<file path="src/hdl/cau_pkg.sv">
// ----------------------------------------------------------------------------
// cau_pkg
// shared types and opcode codes for the complex arithmetic unit
// ----------------------------------------------------------------------------
package cau_pkg;

  localparam logic [1:0] OP_ADD = 2'd0;
  localparam logic [1:0] OP_SUB = 2'd1;
  localparam logic [1:0] OP_MUL = 2'd2;
  localparam logic [1:0] OP_DIV = 2'd3;

  // quotient bits produced by the long division (bit 32 down to bit 0)
  localparam int QUO_BITS = 33;

  typedef struct packed {
    logic [1:0]         opcode;
    logic signed [31:0] a_re;
    logic signed [31:0] a_im;
    logic signed [31:0] b_re;
    logic signed [31:0] b_im;
  } cau_in_t;

  typedef struct packed {
    logic signed [31:0] res_re;
    logic signed [31:0] res_im;
    logic               overflow;
    logic               div_by_zero;
  } cau_out_t;

  // payload that runs through the division steps
  typedef struct packed {
    logic [1:0]          opcode;
    logic                dz;
    logic                neg_re;
    logic                neg_im;
    logic                big_re;
    logic                big_im;
    logic [64:0]         mag_re;
    logic [64:0]         mag_im;
    logic [63:0]         den;
    logic [63:0]         rem_re;
    logic [63:0]         rem_im;
    logic [QUO_BITS-1:0] xlo_re;
    logic [QUO_BITS-1:0] xlo_im;
    logic [QUO_BITS-1:0] q_re;
    logic [QUO_BITS-1:0] q_im;
  } cau_div_t;

endpackage

</file>
<file path="src/hdl/cau_div_stage.sv">
// ----------------------------------------------------------------------------
// cau_div_stage
// one registered restoring-division step for the real and imaginary quotients
// ----------------------------------------------------------------------------
module cau_div_stage (
  input  logic              clk,
  input  logic              rst,
  input  logic              in_valid,
  output logic              in_ready,
  input  cau_pkg::cau_div_t in_data,
  output logic              out_valid,
  input  logic              out_ready,
  output cau_pkg::cau_div_t out_data
);

  logic [64:0]       try_re, try_im;
  logic              ge_re, ge_im;
  cau_pkg::cau_div_t nxt;

  assign in_ready = !out_valid || out_ready;

  always_comb begin
    try_re = {in_data.rem_re, in_data.xlo_re[cau_pkg::QUO_BITS-1]};
    try_im = {in_data.rem_im, in_data.xlo_im[cau_pkg::QUO_BITS-1]};
    ge_re  = try_re >= {1'b0, in_data.den};
    ge_im  = try_im >= {1'b0, in_data.den};
    nxt        = in_data;
    nxt.rem_re = ge_re ? 64'(try_re - {1'b0, in_data.den}) : try_re[63:0];
    nxt.rem_im = ge_im ? 64'(try_im - {1'b0, in_data.den}) : try_im[63:0];
    nxt.xlo_re = {in_data.xlo_re[cau_pkg::QUO_BITS-2:0], 1'b0};
    nxt.xlo_im = {in_data.xlo_im[cau_pkg::QUO_BITS-2:0], 1'b0};
    nxt.q_re   = {in_data.q_re[cau_pkg::QUO_BITS-2:0], ge_re};
    nxt.q_im   = {in_data.q_im[cau_pkg::QUO_BITS-2:0], ge_im};
  end

  always_ff @(posedge clk) begin
    if (rst) begin
      out_valid <= 1'b0;
    end else if (in_ready) begin
      out_valid <= in_valid;
    end
    if (in_ready && in_valid) begin
      out_data <= nxt;
    end
  end

endmodule

</file>
<file path="config.mk">
export PLATFORM = sky130hd
export DESIGN_NAME = cau_div_stage
export DESIGN_NICKNAME = d
export VERILOG_FILES = /design/src/hdl/cau_pkg.sv /design/src/hdl/cau_div_stage.sv
export SDC_FILE = /design/constraint.sdc
export NUM_CORES = 1
export LEC_CHECK = 0
export BUFFER_PORTS_ARGS = -buffer_cell sky130_fd_sc_hd__buf_2
export CAP_MARGIN = 20
export CORE_AREA = 4 4 354 356
export CTS_CLUSTER_SIZE = 24
export DETAILED_ROUTE_END_ITERATION = 16
export DIE_AREA = 0 0 358 360
export GPL_TIMING_DRIVEN = 0
export PLACE_DENSITY = 0.51
export SKIP_CTS_REPAIR_TIMING = 1
export SKIP_LAST_GASP = 1
export SYNTH_ARGS = -nofsm -noshare
export SYNTH_HDL_FRONTEND = slang
export SYNTH_SLANG_ARGS = --single-unit
</file>
<file path="constraint.sdc">
create_clock -name clk -period 32.2 [get_ports clk]
set_input_delay 6.44 -clock clk [delete_from_list [all_inputs] [get_ports clk]]
set_output_delay 6.44 -clock clk [all_outputs]
set_load 0.005 [all_outputs]
</file>
Word-level counts from Yosys, hierarchy flattened
Index checks and enable logic that the tools add are counted.
{"block": "word_totals", "reg_bits": 460, "input_bits": 465, "elab_cells": 25}
{"block": "classes", "addsub": 2, "order_cmp": 2, "n_mux": 2, "n_reduce_logical": 3}
{"cell": "65-bit by 64-bit >= comparator with 1-bit output", "count": 2}
{"cell": "64-bit 2-to-1 mux", "count": 2}
{"cell": "64-bit subtractor", "count": 2}
{"cell": "1-bit logical AND", "count": 1}
{"cell": "1-bit zero test", "count": 1}
{"cell": "1-bit logical OR", "count": 1}

Logic depth before layout (Yosys ltp)
Gate-level depths: netlist of the first run.
{"block": "logic_depth", "depth_word": 3, "mapped_depth": 15, "depth_no_buf": 13}

Worst setup path after synthesis of the first run
OpenSTA, ideal clock, no wires.
{"block": "synth_path", "kind": "input port to flip-flop", "from": "in out_ready", "to": "reg out_data[0] (netlist name), enable pin", "setup_ns": 0.884, "t_arrival_ns": 16.987, "setup_slack_ns": 14.329, "cell_stages": 2, "n_path_buf": 0, "cell_sequence": "nand2b_1 > and2_1"}
{"block": "synth_via", "elab_chain_len": 2}
{"element": "from (decl)", "line": "cau_div_stage.sv:12", "rtl": "input logic out_ready,"}
{"element": "1-bit logical OR", "line": "cau_div_stage.sv:20", "rtl": "assign in_ready = !out_valid || out_ready;"}
{"element": "1-bit logical AND", "line": "cau_div_stage.sv:42", "rtl": "if (in_ready && in_valid) begin"}
{"element": "to (signal assigned)", "line": "cau_div_stage.sv:43", "rtl": "out_data <= nxt;"}
{"element": "to (decl)", "line": "cau_div_stage.sv:13", "rtl": "output cau_pkg::cau_div_t out_data"}
No other way between the ends.
A chain may end at the register's enable or synchronous reset.

Final worst setup path of the first run
{"block": "layout_path", "from": "in out_ready", "to": "out in_ready"}
{"block": "layout_via", "elab_chain_len": 1}
{"element": "1-bit logical OR", "line": "cau_div_stage.sv:20"}
{"element": "to (decl)", "line": "cau_div_stage.sv:9", "rtl": "output logic in_ready,"}
No other way between the ends.

==> impl_results.md, run 1 <==
- Setup Total Neg Slack: 0 ns
- Gpl congestion: 0.890
- Antenna violation net count after detailed routing: 0
- Cell with the biggest individual delay on the critical path: sky130_fd_sc_hd__buf_2
- Die Width: between 300 and 400 um
- Worst-case headroom to the max-slew limit: 28.9%
- Power, Total: approximately 1800 uW
- Post-route minimum period: around 13 ns
- Worst vdd ir: about 0.044 mV
- Cell types occupying the most area after synthesis: sky130_fd_sc_hd__edfxtp_1 (58%), sky130_fd_sc_hd__ha_1 (6.8%), sky130_fd_sc_hd__mux2_4 (3.8%)
- Leakage: 0.0137 uW
- Post-Synthesis Cell Area: approximately 0.024 mm2
- Via count of the first global-routing pass: between 15,000 and 20,000
- Vertical extent of the die: 360 um
- Worst Setup End Kind: output port
- Final WL: 131,000 um
- Total number of clock tree sinks: 460
- Area share of the leading cell type in the synthesized netlist: 58.4%
- Dpl hpwl: 113,000 um
- Number of synthesized register bits: 460
- GR Util met2: roughly a third
- Fin. Hold Viols: 0
- First-pass DRT Iterations: 5
- CTS clk-pin slew, worst paths: approximately 0.050 ns
- Wire length of the first global-routing pass: roughly 170,000 um
- CTS H-Tree Depth: 2
- Starting utilization of the core area: about a fifth
- Cell seen most often among critical-path stages: sky130_fd_sc_hd__buf_2
- TritonCTS Buffers: 58
- Number of fill cells: roughly 13,000
- Drt initial violations: ~1,400
- Clk_skew: ~0.018 ns
- Fmax: about 75 MHz
- Average cell area after synthesis: approximately 12 um2
- Maximum number of pins on one net before global-route repair: 72
- Via-per-instance ratio: ~4.4
- Dominant cell type by area after synthesis: sky130_fd_sc_hd__edfxtp_1
- Post-DR wirelength/cell: 28.5 um
- Unrepaired setup endpoints after global routing: false
- List of cells traversed by the critical path: buf_2, nand2b_1, buf_2
- Power density normalized to cell area: between 50 and 60 mW/mm2
- Max-capacitance violation count: 0
- Arrival @ worst endpoint: 6.93 ns
- Fraction of registers with async set or reset after synthesis: 0%
- Worst hold path class: flip-flop to flip-flop
- CTS tree: built
- Syn Inst Count: between 1,500 and 2,000
- Share of the yosys chip area belonging to registers: 58.5%
- Maximum fanout along the worst path: 3
- Most used routing layer: met2
- Setup Crit Path Kind: input pin to output port
- Number of placement rows: roughly 130
- Number of synthesized flops with an enable pin: 459
- Residual DRC: 0
- Crit share post-route: 41.5%
- Setup WS post-layout: 18.83 ns
- IO Pins: between 900 and 1,000
- Commonest non-fill, non-tap cell in the layout: sky130_fd_sc_hd__buf_2
- Met1 global-route usage: 21.4%
- Pre-CTS setup slack: around 19 ns
- Worst-skew pair later-pin latency: 0.66 ns
- Startpoint type of the worst setup path: input pin
- Predominant post-synthesis flop cell: sky130_fd_sc_hd__edfxtp_1
- Initial antenna violation count: 95
- Final setup violation count: 0
- Number of pins exceeding their max-slew limit in the final report: 0
- Clock tree root driver cell: sky130_fd_sc_hd__clkbuf_16
- Layout cell share with drive strength beyond 1: between 30% and 40%
- Outcome: finished clean
- Nets: about 3,500
- Synth unique cells: between 80 and 90
- Area of the die: 0.129 mm2
- WP data required: 25.76 ns
- Transition time at the pin with the least slew margin: roughly 1.1 ns
- Most frequent cells in the layout: sky130_fd_sc_hd__buf_2 (935), sky130_fd_sc_hd__edfxtp_1 (459), sky130_fd_sc_hd__nand2_1 (183), sky130_fd_sc_hd__a21oi_1 (171), sky130_fd_sc_hd__o21ai_0 (150)
- Final-layout worst hold slack: roughly 0.58 ns
- Warning count from the yosys run: 0
- CORE AREA: between 0.1 and 0.15 mm2
- Vias post-DR: between 20,000 and 25,000
- Number of I/O port buffers: slightly above 900
- Met3 global-route usage: between 7 and 8%
- Buffer depth of the longest clock path: 3
- Longest individual stage delay on the worst path: ~0.21 ns
- Synthesis-to-layout area growth: 37.9%
- Remaining global-route overflow: 0
- Aggregate global-route resource usage: around 19%
-- worst paths after layout --
kind                                 from           to  cells after the start  slack [ns]
worst max-delay path            out_ready     in_ready                      3       18.83
worst min-delay path            out_valid    out_valid                      2        0.58
worst max register to register  out_valid  out_data[1]                      5       29.83
worst min register to register  out_valid    out_valid                      2        0.58
-- metal layers --
metal	share of wire [%]	vias up
met5	0.22	-
met4	2.8	44
met3	10	183
met2	50	915
met1	37	9698
li1	-	9259
-- cells in the mapped netlist (all sizes together) (11+ instances only) --
library cell and n:
o21bai 39, nor2 91, nand3 21, a21oi 172
nand2b 11, inv 112, xnor2 76, buf 20
edfxtp 459, a21o 45, nand2 183, nor3 29
ha 128, o211ai 12, a211oi 14, clkbuf 51
xor2 38, mux2 66, o21ai 152, o21a 14
nand4 44
-- logic make-up after synthesis --
logic type                 share of synthesized area, %
adders and majority gates                          6.96
DFF                                                58.5
other                                            0.0159
muxes                                              4.17
buffers and inverters                              3.47
and+or+nand+nor                                    8.82
xor gates and xnor gates                           4.23
AOI/OAI and AO/OA                                  13.8
-- flip-flops by register name, summed over array words and instances (netlist names) --
name,count
out_data,459
out_valid,1
-- critical path: cells and delay by family --
family                 cells  cell delay [ns]
buffers and inverters      2             0.30
AND/OR/NAND/NOR            1             0.19
-- power by group --
part	leakage (uW)	internal, uW	switching, uW
clock	0.000968	416	286
sequential	0.00445	722	11.7
combinational	0.00828	153	228
total	0.0137	1290	526
-- through the flow --
step	std cells	utilization [%]	instance area (um2)
2_1_floorplan	1929	-	23600
3_3_place_gp	4477	24.8	30200
3_5_place_dp	4488	25.0	30500
4_1_cts	4594	26.7	32500
5_1_grt	4598	26.7	32500
6_report	4612	26.7	32500
-- layout make-up --
class	count	area, um2	area share [%]
Sequential cell	460	13800	42.4
Tap cell	1625	2030	6.25
Buffer	71	392	1.20
Timing Repair Buffer	934	4850	14.9
Multi-Input combinational cell	1286	8970	27.6
Inverter	112	428	1.32
Antenna cell	18	45.0	0.138
Clock buffer	68	1510	4.64
Clock inverter	38	502	1.54
Note: power is estimated with default switching activity, not from simulation.
==> inputs of run 2 (changes only) <==
==> constraint.sdc (replaced) <==
create_clock -name clk -period 12.5 [get_ports clk]
set_input_delay 2.5 -clock clk [delete_from_list [all_inputs] [get_ports clk]]
set_output_delay 2.5 -clock clk [all_outputs]
set_load 0.005 [all_outputs]
==> run 2 against run 1 <==
Power grew to 2.6 times the previous value. Clock-buffer cell count is the same. Clock power grew to 2.6 times the previous value. Cell count grew 0.37%. Wire length grew 2.4%. Largest power group unchanged. First-iteration DRC count grew 5.9%. Combinational power grew to 2.6 times the previous value. Design area grew 0.27%. Non-clock buffer count shrank 1. Highest routed layer unchanged. Critical endpoint is now out_data[196].
==> impl_results.md, run 2 (same netlist as run 1, synthesis figures left out) <==
- Outcome: finished clean (unchanged)
- Number of placement rows: 128 (unchanged)
- Fin. Hold Viols: 0 (unchanged)
- Max FFs per register: 459 (unchanged)
- Wire length of the first global-routing pass: 174,000 um (was 171,000 um)
- Total placed instance area: 0.0305 mm2 (about the same)
- Post-route minimum period: 6.73 ns
- Buffer depth of the longest clock path: 3 (unchanged)
- Number of fill cells: 13,100 (was 13,000)
- IO Pins: 928 (unchanged)
- Top reg by flops: out_data (unchanged)
- Antenna violation net count after detailed routing: 0 (unchanged)
- Post-DR wirelength/cell: 29.1 um (was 28.5 um)
- Leakage: 0.0137 uW (about the same)
- Arrival @ worst endpoint: 7.11 ns (was 6.93 ns)
- Setup Total Neg Slack: 0 ns (unchanged)
- Worst Setup End Kind: flip-flop (was output port)
- CTS clk-pin slew, worst paths: 0.06 ns (was 0.05 ns)
- Synthesis-to-layout area growth: 38.3% (was 37.9%)
- Sequential cell area in the final layout: 0.0138 mm2 (unchanged)
- Vertical extent of the die: 360 um (unchanged)
- Count of placed standard cells in the final layout, fillers left out: 4,629 (was 4,612)
- Fmax: between 100 and 150 MHz
- Max-capacitance violation count: 0 (unchanged)
- First-pass DRT Iterations: 7 (was 5)
- Capture instance of the worst register-to-register path: out_data[396] (was out_data[1])
- Endpoint of the worst setup timing path: out_data[196] (was in_ready)
- Nets: 3,518 (unchanged)
- Number of I/O port buffers: 923 (unchanged)
- Setup Crit Path Kind: input pin to flip-flop (was input pin to output port)
- Transition time at the pin with the least slew margin: 1.07 ns (was 1.05 ns)
- Worst-case headroom to the max-slew limit: 27.8% (was 28.9%)
- Dpl hpwl: 116,000 um (was 113,000 um)
- Worst vdd ir: 0.148 mV (was 0.0436 mV)
- Unrepaired setup endpoints after global routing: false (unchanged)
- Via-per-instance ratio: 4.38 (was 4.36)
- Pre-CTS setup slack: 5.00 ns (was 18.83 ns)
- Leading registers by flop count: out_data (459), out_valid (1) (unchanged)
- Via count of the first global-routing pass: 19,600 (was 19,700)
- CORE AREA: 0.122 mm2 (unchanged)
- Drt initial violations: 1,503 (was 1,419)
- Area of combinational cells with multiple inputs: 0.00897 mm2 (unchanged)
- Layout cell share with drive strength beyond 1: 38.1% (was 37.9%)
- R2r startpoint: out_valid (unchanged)
- Number of pins exceeding their max-slew limit in the final report: 0 (unchanged)
- Most frequent cells in the layout: sky130_fd_sc_hd__buf_2 (934), sky130_fd_sc_hd__edfxtp_1 (459), sky130_fd_sc_hd__nand2_1 (183), sky130_fd_sc_hd__a21oi_1 (171), sky130_fd_sc_hd__o21ai_0 (150) (was sky130_fd_sc_hd__buf_2 (935), sky130_fd_sc_hd__edfxtp_1 (459), sky130_fd_sc_hd__nand2_1 (183), sky130_fd_sc_hd__a21oi_1 (171), sky130_fd_sc_hd__o21ai_0 (150))
- Final setup violation count: 0 (unchanged)
- Total number of clock tree sinks: 460 (unchanged)
- Aggregate global-route resource usage: 19.8% (was 19.4%)
- Crit. Startpoint: in_data[283] (was out_ready)
- Clk_skew: 0.0120 ns (was 0.0182 ns)
- WP data required: 12.88 ns (was 25.76 ns)
- Crit share post-route: ~54%
- CTS tree: built (unchanged)
- Initial antenna violation count: 105 (was 95)
- Maximum fanout along the worst path: 10 (was 3)
- Setup WS post-layout: 5.77 ns (was 18.83 ns)
- Clock tree root driver cell: sky130_fd_sc_hd__clkbuf_16 (unchanged)
- Number of cells in the design after placement: 4,486 (was 4,488)
- Residual DRC: 0 (unchanged)
- Startpoint type of the worst setup path: input pin (unchanged)
- Number of cells traversed by the worst register-to-register path: 5 (unchanged)
- Die Width: 358 um (unchanged)
- Gpl congestion: 0.893 (was 0.890)
- Worst-skew pair later-pin latency: 0.65 ns (was 0.66 ns)
- CTS H-Tree Depth: 2 (unchanged)
- Worst hold path class: flip-flop to flip-flop (unchanged)
- Vias post-DR: 20,300 (was 20,100)
- Starting utilization of the core area: 19.4% (unchanged)
- Area of the die: 0.129 mm2 (unchanged)
- Remaining global-route overflow: 0 (unchanged)
- Final WL: 135,000 um (was 131,000 um)
- Reg2reg setup slack: 9.71 ns (was 29.83 ns)
- TritonCTS Buffers: 59 (was 58)
- Power density normalized to cell area: 145 mW/mm2 (was 55.8 mW/mm2)
- Maximum number of pins on one net before global-route repair: 68 (was 72)
- Finished Cell Area: 0.0326 mm2 (was 0.0325 mm2)
- Commonest non-fill, non-tap cell in the layout: sky130_fd_sc_hd__buf_2 (unchanged)
==> run 2: critical path, stage by stage <==
cell and delay (ns):
sky130_fd_sc_hd__buf_2 0.13, sky130_fd_sc_hd__inv_1 0.12, sky130_fd_sc_hd__ha_1 0.24, sky130_fd_sc_hd__clkbuf_1 0.25, sky130_fd_sc_hd__a21oi_1 0.43, sky130_fd_sc_hd__nand2_1 0.11, sky130_fd_sc_hd__a221oi_1 0.79, sky130_fd_sc_hd__a211oi_1 0.22
sky130_fd_sc_hd__a221o_1 0.38, sky130_fd_sc_hd__o2111ai_1 0.19, sky130_fd_sc_hd__and3b_1 0.54, sky130_fd_sc_hd__buf_4 0.35, sky130_fd_sc_hd__buf_4 0.28, sky130_fd_sc_hd__buf_2 0.37, sky130_fd_sc_hd__o21ai_0 0.18
==> run 2: layout make-up <==
cell class / count / share of cell area, %
tap: 1625 / 6.23
inverter: 112 / 1.31
antenna: 31 / 0.238
clock inverter: 43 / 1.65
sequential: 460 / 42.3
buffer: 71 / 1.20
clock buffer: 68 / 4.76
timing repair buffer: 933 / 14.8
multi-input combinational: 1286 / 27.5
==> run 2: how the worst min path moves through the flow <==
stage	from	to	slack (ns)	depth (start not counted)
3_5_place_dp	out_valid	out_valid	0.71	2
3_3_place_gp	out_valid	out_valid	0.69	2
4_1_cts	out_valid	out_valid	0.72	2
5_1_grt	out_valid	out_valid	0.76	2
2_1_floorplan	out_valid	out_valid	0.52	2
6_report	out_valid	out_valid	0.70	2
==> run 2: through the flow <==
stage | hold WS, ns | utilization [%] | total power [uW]
after floorplan | 0.522 | - | 2450
after global placement | 0.689 | 24.8 | 2940
after detailed placement | 0.708 | 25.0 | 2920
after CTS | 0.716 | 26.7 | 4820
after global routing | 0.761 | 26.8 | 4960
final | 0.699 | 26.8 | 4730
==> run 2: layer usage <==
metal  up-vias  share of wire [%]  global-route usage [%]
li1       9282                  -                       -
met1      9845                 35                    21.3
met2       927                 50                    35.3
met3       181                 11                    8.66
met4        48                2.9                    5.42
met5         -               0.23                       0
==> run 2: report_power, final <==
part           total, uW  internal, uW  switching (uW)
Combinational        988           393             595
Clock               1860          1100             754
Sequential          1890          1860            28.6
Total               4730          3350            1380
